**config.mk**
```make
export PLATFORM = sky130hd
export DESIGN_NAME = nsrp_sqrt
export DESIGN_NICKNAME = d
export VERILOG_FILES = /design/src/hdl/nearest_sphere_ray_pick_top_defines.svh /design/src/hdl/nsrp_pkg.sv /design/src/hdl/nsrp_sqrt.sv
export SDC_FILE = /design/constraint.sdc
export NUM_CORES = 1
export LEC_CHECK = 0
export ABC_AREA = 1
export BUFFER_PORTS_ARGS = -buffer_cell sky130_fd_sc_hd__buf_4
export CORE_AREA = 2 2 216 218
export DETAILED_ROUTE_END_ITERATION = 6
export DIE_AREA = 0 0 218 220
export GPL_TIMING_DRIVEN = 1
export PLACE_DENSITY = 0.63
export SLEW_MARGIN = 20
export SYNTH_ARGS = -nofsm -noshare
export SYNTH_HDL_FRONTEND = slang
export SYNTH_SLANG_ARGS = --single-unit
```
**constraint.sdc**
```tcl
create_clock -name clock -period 10.54 [get_ports clock]
set_input_delay 1.581 -clock clock [delete_from_list [all_inputs] [get_ports clock]]
set_output_delay 1.581 -clock clock [all_outputs]
set_load 0.02 [all_outputs]
```
**src/hdl/nearest_sphere_ray_pick_top_defines.svh**
```systemverilog
// Assertion macros shared by the ray pick RTL.
`ifndef NEAREST_SPHERE_RAY_PICK_TOP_DEFINES_SVH
`define NEAREST_SPHERE_RAY_PICK_TOP_DEFINES_SVH

// Same-cycle implication, disabled during reset.
`define NSRP_ASSERT_IMP(label, clk, rst, ante, cons, msg) \
   label: assert property (@(posedge clk) disable iff (rst) (ante) |-> (cons)) \
      else $error(msg);

// Next-cycle implication, disabled during reset.
`define NSRP_ASSERT_NXT(label, clk, rst, ante, cons, msg) \
   label: assert property (@(posedge clk) disable iff (rst) (ante) |=> (cons)) \
      else $error(msg);

`endif

```
**src/hdl/nsrp_pkg.sv**
```systemverilog
// Types, constants and helpers for the ray pick block.
package nsrp_pkg;

   localparam int MAX_SPHERES = 16;
   localparam int IDX_W = $clog2(MAX_SPHERES);

   localparam int MUL_W = 34;
   localparam int PROD_W = 2 * MUL_W;

   // 1000.0 in Q16.16
   localparam logic [31:0] FAR_LIMIT = 32'd65536000;
   localparam logic signed [35:0] FAR_POS = 36'sd65536000;
   localparam logic signed [35:0] FAR_NEG = -36'sd65536000;

   localparam logic signed [39:0] I32_MAX = 40'sh007FFFFFFF;
   localparam logic signed [39:0] I32_MIN = -40'sh0080000000;

   typedef enum logic [2:0] {
      CSR_ORIGIN_X = 3'd0,
      CSR_ORIGIN_Y = 3'd1,
      CSR_ORIGIN_Z = 3'd2,
      CSR_DIR_X    = 3'd3,
      CSR_DIR_Y    = 3'd4,
      CSR_DIR_Z    = 3'd5
   } csr_index_type;

   typedef enum logic [2:0] {
      ST_IDLE,
      ST_PROD,
      ST_CHECK,
      ST_ROOT1,
      ST_STEP,
      ST_ROOT2,
      ST_FINISH
   } state_type;

   // what the multiplier was given last cycle
   typedef enum logic [2:0] {
      OP_NONE,
      OP_DOT,
      OP_LSQ,
      OP_RSQ,
      OP_TSQ,
      OP_STEP,
      OP_DSQ
   } op_type;

   typedef struct packed {
      logic        start;
      logic [63:0] x;
   } sqrt_req_type;

   typedef struct packed {
      logic        done;
      logic [31:0] root;
   } sqrt_rsp_type;

   function automatic logic signed [31:0] sat32(input logic signed [39:0] v);
      logic signed [31:0] r;
      if (v > I32_MAX) r = 32'sh7FFFFFFF;
      else if (v < I32_MIN) r = 32'sh80000000;
      else r = v[31:0];
      return r;
   endfunction

endpackage

```
**src/hdl/nsrp_sqrt.sv**
```systemverilog
// Bit-serial integer square root, floor(sqrt(x)) of a 64-bit value in 32 steps.
module nsrp_sqrt (
   input  logic                    clock,
   input  logic                    reset,
   input  nsrp_pkg::sqrt_req_type  req,
   output nsrp_pkg::sqrt_rsp_type  rsp
);

   logic [63:0] rem_ff, rem_in;
   logic [63:0] res_ff, res_in;
   logic [63:0] bit_ff, bit_in;
   logic [4:0]  cnt_ff, cnt_in;
   logic        busy_ff, busy_in;
   logic        done_ff, done_in;
   logic [63:0] trial;

   assign trial = res_ff + bit_ff;

   always_comb begin
      rem_in  = rem_ff;
      res_in  = res_ff;
      bit_in  = bit_ff;
      cnt_in  = cnt_ff;
      busy_in = busy_ff;
      done_in = 1'b0;
      if (req.start) begin
         rem_in  = req.x;
         res_in  = '0;
         bit_in  = 64'h4000_0000_0000_0000;
         cnt_in  = '0;
         busy_in = 1'b1;
      end else if (busy_ff) begin
         if (rem_ff >= trial) begin
            rem_in = rem_ff - trial;
            res_in = (res_ff >> 1) + bit_ff;
         end else begin
            res_in = res_ff >> 1;
         end
         bit_in = bit_ff >> 2;
         cnt_in = cnt_ff + 5'd1;
         if (cnt_ff == 5'd31) begin
            busy_in = 1'b0;
            done_in = 1'b1;
         end
      end
   end

   always_ff @(posedge clock) begin
      if (reset) begin
         busy_ff <= 1'b0;
         done_ff <= 1'b0;
         cnt_ff  <= '0;
      end else begin
         busy_ff <= busy_in;
         done_ff <= done_in;
         cnt_ff  <= cnt_in;
      end
      rem_ff <= rem_in;
      res_ff <= res_in;
      bit_ff <= bit_in;
   end

   assign rsp.done = done_ff;
   assign rsp.root = res_ff[31:0];

endmodule

```
; ---- Word level (Yosys, flattened, before mapping)
; Cells that the tools add are included.
[totals]
output_inout_bits = 33
elab_cells = 26
reg_bits = 167
[op_classes]
n_reduce_logical = 5
magnitude_cmp = 1
muxes = 8
n_bitwise = 1
n_addsub = 4
eq_ne = 1
[ops]
columns = op, count
row1 = $mux W64, 4
row2 = $add A63 B63 Y64, 1
row3 = $add A64 B63 Y64, 1
row4 = $ge A64 B64 Y1, 1
row5 = $sub A64 B64 Y64, 1
row6 = $add A5 B1 Y5 const B, 1
row7 = $eq A5 B5 Y1 const B, 1
row8 = $mux W1, 4
row9 = $reduce_bool A2 Y1, 2
row10 = $reduce_or A3 Y1, 1
row11 = $reduce_and A2 Y1, 1
row12 = $reduce_or A2 Y1, 1
row13 = $not A1 Y1, 1

; ---- Depth between registers and ports, before layout
; Gate-level depths: netlist (run 1).
[logic_depth]
word_depth = 5
mapped_depth = 31
depth_no_buf = 29

; ---- Worst setup path after synthesis (run 1)
; Ideal clock, no wire load.
[synth_timing]
kind = register -> register
from = register res_ff[6]
to = register rem_ff[0], enable pin
path_slack_ps = 5601
arrival_ps = 4516
required_time_ps = 10116
setup_time_ps = 424
path_stages_with_launch = 26
period_less_slack_ps = 4939
n_path_buf = 1
cell_sequence = dfxtp_1 -> ha_1 -> nand2_1 -> o21ai_0 -> inv_1 -> nand2_1 -> nand2_1 -> nand2_1 -> nand2_1 -> nand2_1 -> nand2_1 -> nand2_1 -> a21oi_1 -> xor2_1 -> ha_1 -> nand2_1 -> nor2_1 -> inv_2 -> nor2_4 -> nand2_1 -> nor3_2 -> nand2_2 -> nand2_4 -> nand2_2 -> buf_2 -> nand2_1
[synth_between]
elab_chain_cells = 4
[synth_lines]
columns = item, line_no
row1 = from (decl), nsrp_sqrt.sv:10  ; logic [63:0] res_ff, res_in;
row2 = from (signal assigned), nsrp_sqrt.sv:59  ; res_ff <= res_in;
row3 = $add A64 B63 Y64, nsrp_sqrt.sv:17  ; assign trial = res_ff + bit_ff;
row4 = $ge A64 B64 Y1, nsrp_sqrt.sv:33  ; if (rem_ff >= trial) begin
row5 = $reduce_bool A2 Y1 (no source line), --
row6 = $reduce_and A2 Y1 (no source line), --
row7 = to (signal assigned), nsrp_sqrt.sv:58  ; rem_ff <= rem_in;
row8 = to (decl), nsrp_sqrt.sv:9  ; logic [63:0] rem_ff, rem_in;
; No other way between the ends.
; A chain may end at the register's enable or synchronous reset.

; ---- Worst setup path after layout (run 1)
[layout_timing]
from = register res_ff[10]
to = register rem_ff[7], enable pin
; The elaborated chain is that of the path after synthesis.

==> impl_results.md, run 1 <==
* Status: completed
* Per-cell routed wire length at 19.2 um
* Max VDD drop at 0.000134 V
* Via density at 5.39
* Setup WS post-layout at 4370 ps
* Total Wirelength at 81.0 mm
* Seq/Total Area, Yosys at 19.6%
* Post-Syn Area at 0.0203 mm^2
* Skew final at 18.1 ps
* Net count after synthesis at 3798
* 1st-iter DRT viols at 1817
* Final hold violations at 0
* Vias at 22800
* Crit path DAT at 6290 ps
* Synthesized area per cell at 5.64 um^2
* Gr usage total at 34.0%
* Worst path cell trace: ha_1 -> nand2_1 -> o21ai_1 -> nor2_1 -> nand2_1 -> o21ai_0 -> o21ai_2 -> nand2_1 -> nand2_1 -> a21oi_1 -> xor2_1 -> ha_1 -> a21oi_1 -> nand2_1 -> a21oi_1 -> nand2_1 -> a21oi_4 -> buf_4 -> nand2_4 -> nand2_2 -> nand2_2 -> buf_4
* Post-route cell area at 0.0218 mm^2
* Crit end category: flop
* Leak Pwr at 9.95 nW
* Post-CTS Setup Inserts at 0
* Max_cap viols at 0
* Grt met3 use at 4.39%
* Layout cells sized above 1 at 5.28%
* Cell mode on critical path: nand2_1
* CTS tree: yes
* DP HPWL at 66.2 mm
* Drt pass-1 iters at 6
* Post-synth top area share at 22.6%
* Post-synth top area cell: nand2_1
* Die height at 220 um
* Max Fclk at 162 MHz
* Grt peak-use layer: met2
* Routing usage on met1 at 43.2%
* FP Rows at 79
* Seq cells post-synth at 167
* Critical path type: flop to flop
* Pre-CTS setup slack at 4520 ps
* H-tree levels at 4
* Crit-path max cell delay at 600 ps
* Max Buffers Root-to-Sink at 2
* CTS clk-pin slew, worst paths at 70 ps
* Area after DPL at 0.0212 mm^2
* P&R area growth vs syn at 7.21%
* Vias in the first global route at 21700
* Core box area at 0.0459 mm^2
* Post-CTS Resized at 0
* Final #Nets at 3806
* Power Total at 5.74 mW
* Max_slew headroom at 34.7%
* Pwr Density at 264 mW/mm^2
* IO Count at 100
* Mapped Cells at 3598
* Die width at 218 um
* Synth warn at 0
* Antenna violations before repair at 0
* Largest net degree at the start of global routing at 69
* DRC at 0
* Met2 Resource Use GR at 56.6%
* Die Area at 0.0480 mm^2
* Global-route wire length before repair at 123 mm
* Main synth FF type: dfxtp_1
* Hold Crit Class: flop to flop
* GR Overflow Total at 0
* Synth unique cells at 47
* Routed Antenna Nets at 0
* Ys async rst share at 0%
* CP Launch Type: flop
* Initial Util at 44.3%
* Filler cells at 5251
* Setup violation total in the final timing report at 0
* Antenna diodes at 0
* Post-synth EDFFs at 64
* Clk_lat worst skew at 510 ps
* Critical Path RT at 10660 ps
* Slowest-stage cell, CP: dfxtp_1
* CTS buffer count at 17
* Setup TNS at 0 ps
* CTS sink count at 167
* Clock root buffer: clkbuf_16
* Period utilization at 58.6%
* Routability Congestion at 1.00
* Worst Max-Slew Pin Slew at 980 ps
* CP max FO at 64
* Minimum clock period at 6170 ps
* RSZ-0062 raised after global routing: false
* Top cells by area, synth: nand2_1 (23%), dfxtp_1 (10%), edfxtp_1 (9.5%)
* IO buf count at 99
* Slew Viols, Final at 0
* Hold Buf Count CTS at 0
[per-layer routing]
metal,wire length (um),vias up,part of all wire (%)
li1,-,11500,-
met1,35000,10300,43
met2,37100,822,46
met3,4570,195,5.6
met4,4350,0,5.4
met5,0,-,0
[cell usage in the layout, fill, tap and decap left out, types with 3 or more instances in the layout]
cell type  Yosys  layout
a211oi_1       8       8
a21o_1        13      13
a21oi_1      218     218
a21oi_2        6       6
a31oi_1       13      13
and2_1         4       4
buf_4         37     109
clkbuf_16      0      17
dfxtp_1      103     102
edfxtp_1      64      64
ha_1         132     132
inv_1        487     487
inv_2          9       9
inv_6          0       4
nand2_1     1221    1220
nand2_2        4       5
nand3_1      299     299
nand3b_1      32      32
nand4_1       33      33
nor2_1       441     441
nor2_2         8       8
nor3_1        40      40
nor4_1         6       6
o211ai_1       4       4
o21a_1         5       5
o21ai_0      163     163
o21ai_1        9       9
o21bai_1      22      22
o22ai_1        3       3
or2_2         16      16
xnor2_1       53      53
xor2_1        47      47
[per-stage QoR]
step | std cells | util [%] | hold slack, ps
after global routing | 4226 | 47.5 | 500
final | 4226 | 47.5 | 468
after global placement | 4194 | 46.3 | 463
after CTS | 4226 | 47.5 | 473
after detailed placement | 4194 | 46.3 | 460
after floorplan | 3598 | - | 445
[final cells by class]
| cell class | instances | area [um^2] | area share, % |
|---|---|---|---|
| flip-flops and latches | 167 | 3990 | 18.3 |
| clock buffers | 21 | 460 | 2.11 |
| inverters | 496 | 1860 | 8.55 |
| repair buffers | 109 | 818 | 3.76 |
| clock inverters | 11 | 86.3 | 0.397 |
| well taps | 607 | 759 | 3.49 |
| multi-input cells | 2815 | 13800 | 63.4 |
[worst max-delay path: cells and delay by family, from the launching register on]
family	cells	cell delay (ps)
adders and majority gates	2	690
and+or+nand+nor	10	1550
DFF	1	600
xor gates and xnor gates	1	340
buffers and inverters	2	940
AOI/OAI and AO/OA	7	1510
[synth_stat cells, types with 2 or more instances]
master	count
nor4_1	6
nand3b_1	32
buf_2	23
and2_1	4
o22ai_1	3
or2_2	16
buf_6	5
o21ai_1	9
nand3_1	299
ha_1	132
nand2_1	1221
o21a_1	5
o211ai_1	4
nand4_1	33
a31oi_1	13
edfxtp_1	64
dfxtp_1	103
nand2_2	4
nor2_1	441
nor2_2	8
a21oi_2	6
nor3_1	40
buf_1	3
xor2_1	47
o21bai_1	22
a211oi_1	8
xnor2_1	53
o31ai_1	2
nor2_4	2
inv_1	487
clkbuf_1	51
a21oi_1	218
buf_4	37
a21o_1	13
inv_2	9
a21boi_0	2
o21ai_0	163
[state kept, by name, summed over array words and instances (netlist names)]
name     count
rem_ff      64
res_ff      64
bit_ff      32
cnt_ff       5
busy_ff      1
done_ff      1
[power breakdown]
part / leakage, nW / internal, mW / switching (mW)
combinational: 8.19 / 1.28 / 2.60
sequential: 1.48 / 0.934 / 0.279
clock: 0.275 / 0.318 / 0.326
total: 9.95 / 2.53 / 3.21
[cell families after synthesis]
family,synth area share [%]
AO/OA/AOI/OAI,12.6
XOR/XNOR,4.31
adder cells (fa/ha/maj),8.23
buffers and inverters,12.5
flip-flops,19.6
AND/OR/NAND/NOR,42.7
[worst paths after layout]
path	start	end	slack [ps]	cells past startpoint
min	cnt_ff[4]	cnt_ff[4]	470	2
max	res_ff[10]	rem_ff[7]	4370	22
max reg2reg	res_ff[10]	rem_ff[7]	4370	22
min reg2reg	cnt_ff[4]	cnt_ff[4]	470	2
No activity file was read; power rests on OpenSTA's default activity.
==> run 2, diff against run 1 <==
Settings changed: PLACE_DENSITY 0.63 to 0.65.
Clock period 10.54 ns to 5.01 ns, I/O delays scaled along.
==> impl_results.md, run 2 (same netlist as run 1, synthesis figures left out) <==
* IO Count at 100 (unchanged)
* Sw frac at 55.3% (-0.62 points)
* Vias at 23200 (+1.9%)
* IO buf count at 99 (unchanged)
* CP max FO at 4 (-94%)
* Die height at 220 um (unchanged)
* Antenna violations before repair at 0 (unchanged)
* Vias in the first global route at 22100 (+1.8%)
* Status: completed
* Per-cell routed wire length at 18.7 um (-2.6%)
* Met2 Resource Use GR at 55.7% (-0.84 points)
* Psw at 6.80 mW (+110%)
* CP top delay family: simple AND/OR/NAND/NOR gates
* Area after DPL at 0.0216 mm^2 (+2.0%)
* Via density at 5.43 (+0.77%)
* CTS sink count at 167 (unchanged)
* Seq. cell area at 0.00399 mm^2 (unchanged)
* Hold Crit Class: primary input to flop
* Max_slew headroom at 28.2% (-6.5 points)
* CP Launch Type: flop
* Filler cells at 5074 (-3.4%)
* Post-route cell area at 0.0222 mm^2 (+2.1%)
* Post-CTS Setup Inserts at 0 (unchanged)
* DP HPWL at 63.9 mm (-3.5%)
* Hold path depth at 2 (unchanged)
* H-tree levels at 4 (unchanged)
* Comb power frac at 69.3% (+1.7 points)
* Final hold violations at 0 (unchanged)
* Crit end category: flop
* Layout cells sized above 1 at 6.57% (+1.3 points)
* Crit-path max cell delay at 790 ps (+190 ps)
* Clock root buffer: clkbuf_16
* Global-route wire length before repair at 123 mm (about the same)
* Int Power at 5.50 mW (+120%)
* Antenna diodes at 0 (unchanged)
* Area occupied by multi-input gates at 0.0138 mm^2 (about the same)
* Minimum clock period at 4840 ps (-1330 ps)
* Clk_lat worst skew at 520 ps (about the same)
* Pre-CTS setup slack at 398 ps (-4120 ps)
* R2r setup slk at 170 ps (-4200 ps)
* R2R cell count at 22 (unchanged)
* Critical path type: flop to flop
* Pwr Density at 553 mW/mm^2 (+110%)
* Inst Count DP at 4241 (+1.1%)
* Max VDD drop at 0.000315 V (+140%)
* Skew final at 17.5 ps (-0.639 ps)
* Die width at 218 um (unchanged)
* Slowest-stage cell, CP: o21ai_0
* Core box area at 0.0459 mm^2 (unchanged)
* Gr usage total at 33.7% (-0.31 points)
* Hold Buf Count CTS at 0 (unchanged)
* Commonest non-fill, non-tap cell in the layout: nand2_1
* CTS tree: yes
* Routability Congestion at 1.07 (+7.1%)
* Clock power frac at 11.3% (about the same)
* Commonest cells after routing, fill and taps aside: nand2_1 (1220), inv_1 (487), nor2_1 (441)
* Worst Max-Slew Pin Slew at 1080 ps (+96.0 ps)
* Max_cap viols at 0 (unchanged)
* Power Total at 12.3 mW (+110%)
* Critical Path RT at 5280 ps (-5380 ps)
* Total Wirelength at 79.8 mm (-1.5%)
* Final #Nets at 3853 (+1.2%)
* Final Util at 48.5% (+1.0 points)
* Registers with the most flip-flops: rem_ff x64, res_ff x64, bit_ff x32
* Setup TNS at 0 ps (unchanged)
* Initial Util at 44.3% (unchanged)
* 1st-iter DRT viols at 2242 (+23%)
* Setup WS post-layout at 168 ps (-4200 ps)
* Final std cells w/o fill at 4273 (+1.1%)
* P&R area growth vs syn at 9.48%
* RSZ-0062 raised after global routing: false
* GR Overflow Total at 0 (unchanged)
* Routing usage on met1 at 43.8% (+0.60 points)
* Critical path depth at 22 (unchanged)
* Leak Pwr at 10.2 nW (+2.8%)
* Die Area at 0.0480 mm^2 (unchanged)
* Routed Antenna Nets at 0 (unchanged)
* Post-CTS Resized at 0 (unchanged)
* CP bufs+invs at 2 (unchanged)
* Largest net degree at the start of global routing at 105 (+52%)
* Slew Viols, Final at 0 (unchanged)
* Grt met3 use at 4.14% (-0.25 points)
* Max Buffers Root-to-Sink at 2 (unchanged)
* Worst path cell trace: ha_1 -> nand2_1 -> nor2_1 -> nand4_1 -> inv_1 -> nand2_1 -> nand2_1 -> nand3_1 -> nand2_1 -> xor2_1 -> ha_1 -> nand2_1 -> nor2_1 -> inv_1 -> nor2_1 -> nand3_1 -> o21ai_0 -> nand3_1 -> nand2_1 -> nand2_1 -> nand3_1 -> nand2_1
* Period utilization at 96.6% (+38 points)
* Fin Hold WS at 426 ps (-42.1 ps)
* Max Fclk at 207 MHz (+28%)
* FP Rows at 79 (unchanged)
* Drt pass-1 iters at 6 (unchanged)
* Cell mode on critical path: nand2_1
* Crit path DAT at 5110 ps (-1180 ps)
* Setup violation total in the final timing report at 0 (unchanged)
* CTS clk-pin slew, worst paths at 80 ps (about the same)
* DRC at 0 (unchanged)
* CTS buffer count at 17 (unchanged)
* Power share of the sequential group at 19.4% (-1.7 points)
* Grt peak-use layer: met2
[run 2: cell count changes in the layout (fill, tap and decap cells not counted), sizes merged]
cell      change
clkinv        +2
buf          +47
clkinvlp      +2
clkbuf        -4
[run 2: area by class of cell]
cell class	instances	share of cell area (%)
timing repair buffer	156	5.55
multi-input combinational	2815	62.1
clock inverter	15	0.720
clock buffer	17	1.91
tap	607	3.42
sequential	167	17.9
inverter	496	8.37
[run 2: final timing paths]
| kind | startpoint | endpoint |
|---|---|---|
| worst max-delay path | bit_ff[14] | rem_ff[42] |
| worst min-delay path | reset | busy_ff |
| worst max register to register | bit_ff[14] | rem_ff[42] |
| worst min register to register | cnt_ff[4] | cnt_ff[4] |
[run 2: metal layers]
layer	vias up	wire [um]
met3	183	4860
met1	10600	35100
met5	-	0
met2	857	36200
met4	0	3590
li1	11600	-
[run 2: power groups by stage]
stage | Combinational, mW | Sequential [mW] | Clock, mW
after detailed placement | 8.28 | 2.39 | 0
after floorplan | 6.05 | 2.21 | 0
final | 8.52 | 2.38 | 1.39
after global routing | 9.44 | 2.42 | 1.45
after global placement | 8.27 | 2.39 | 0
after CTS | 8.33 | 2.36 | 1.42
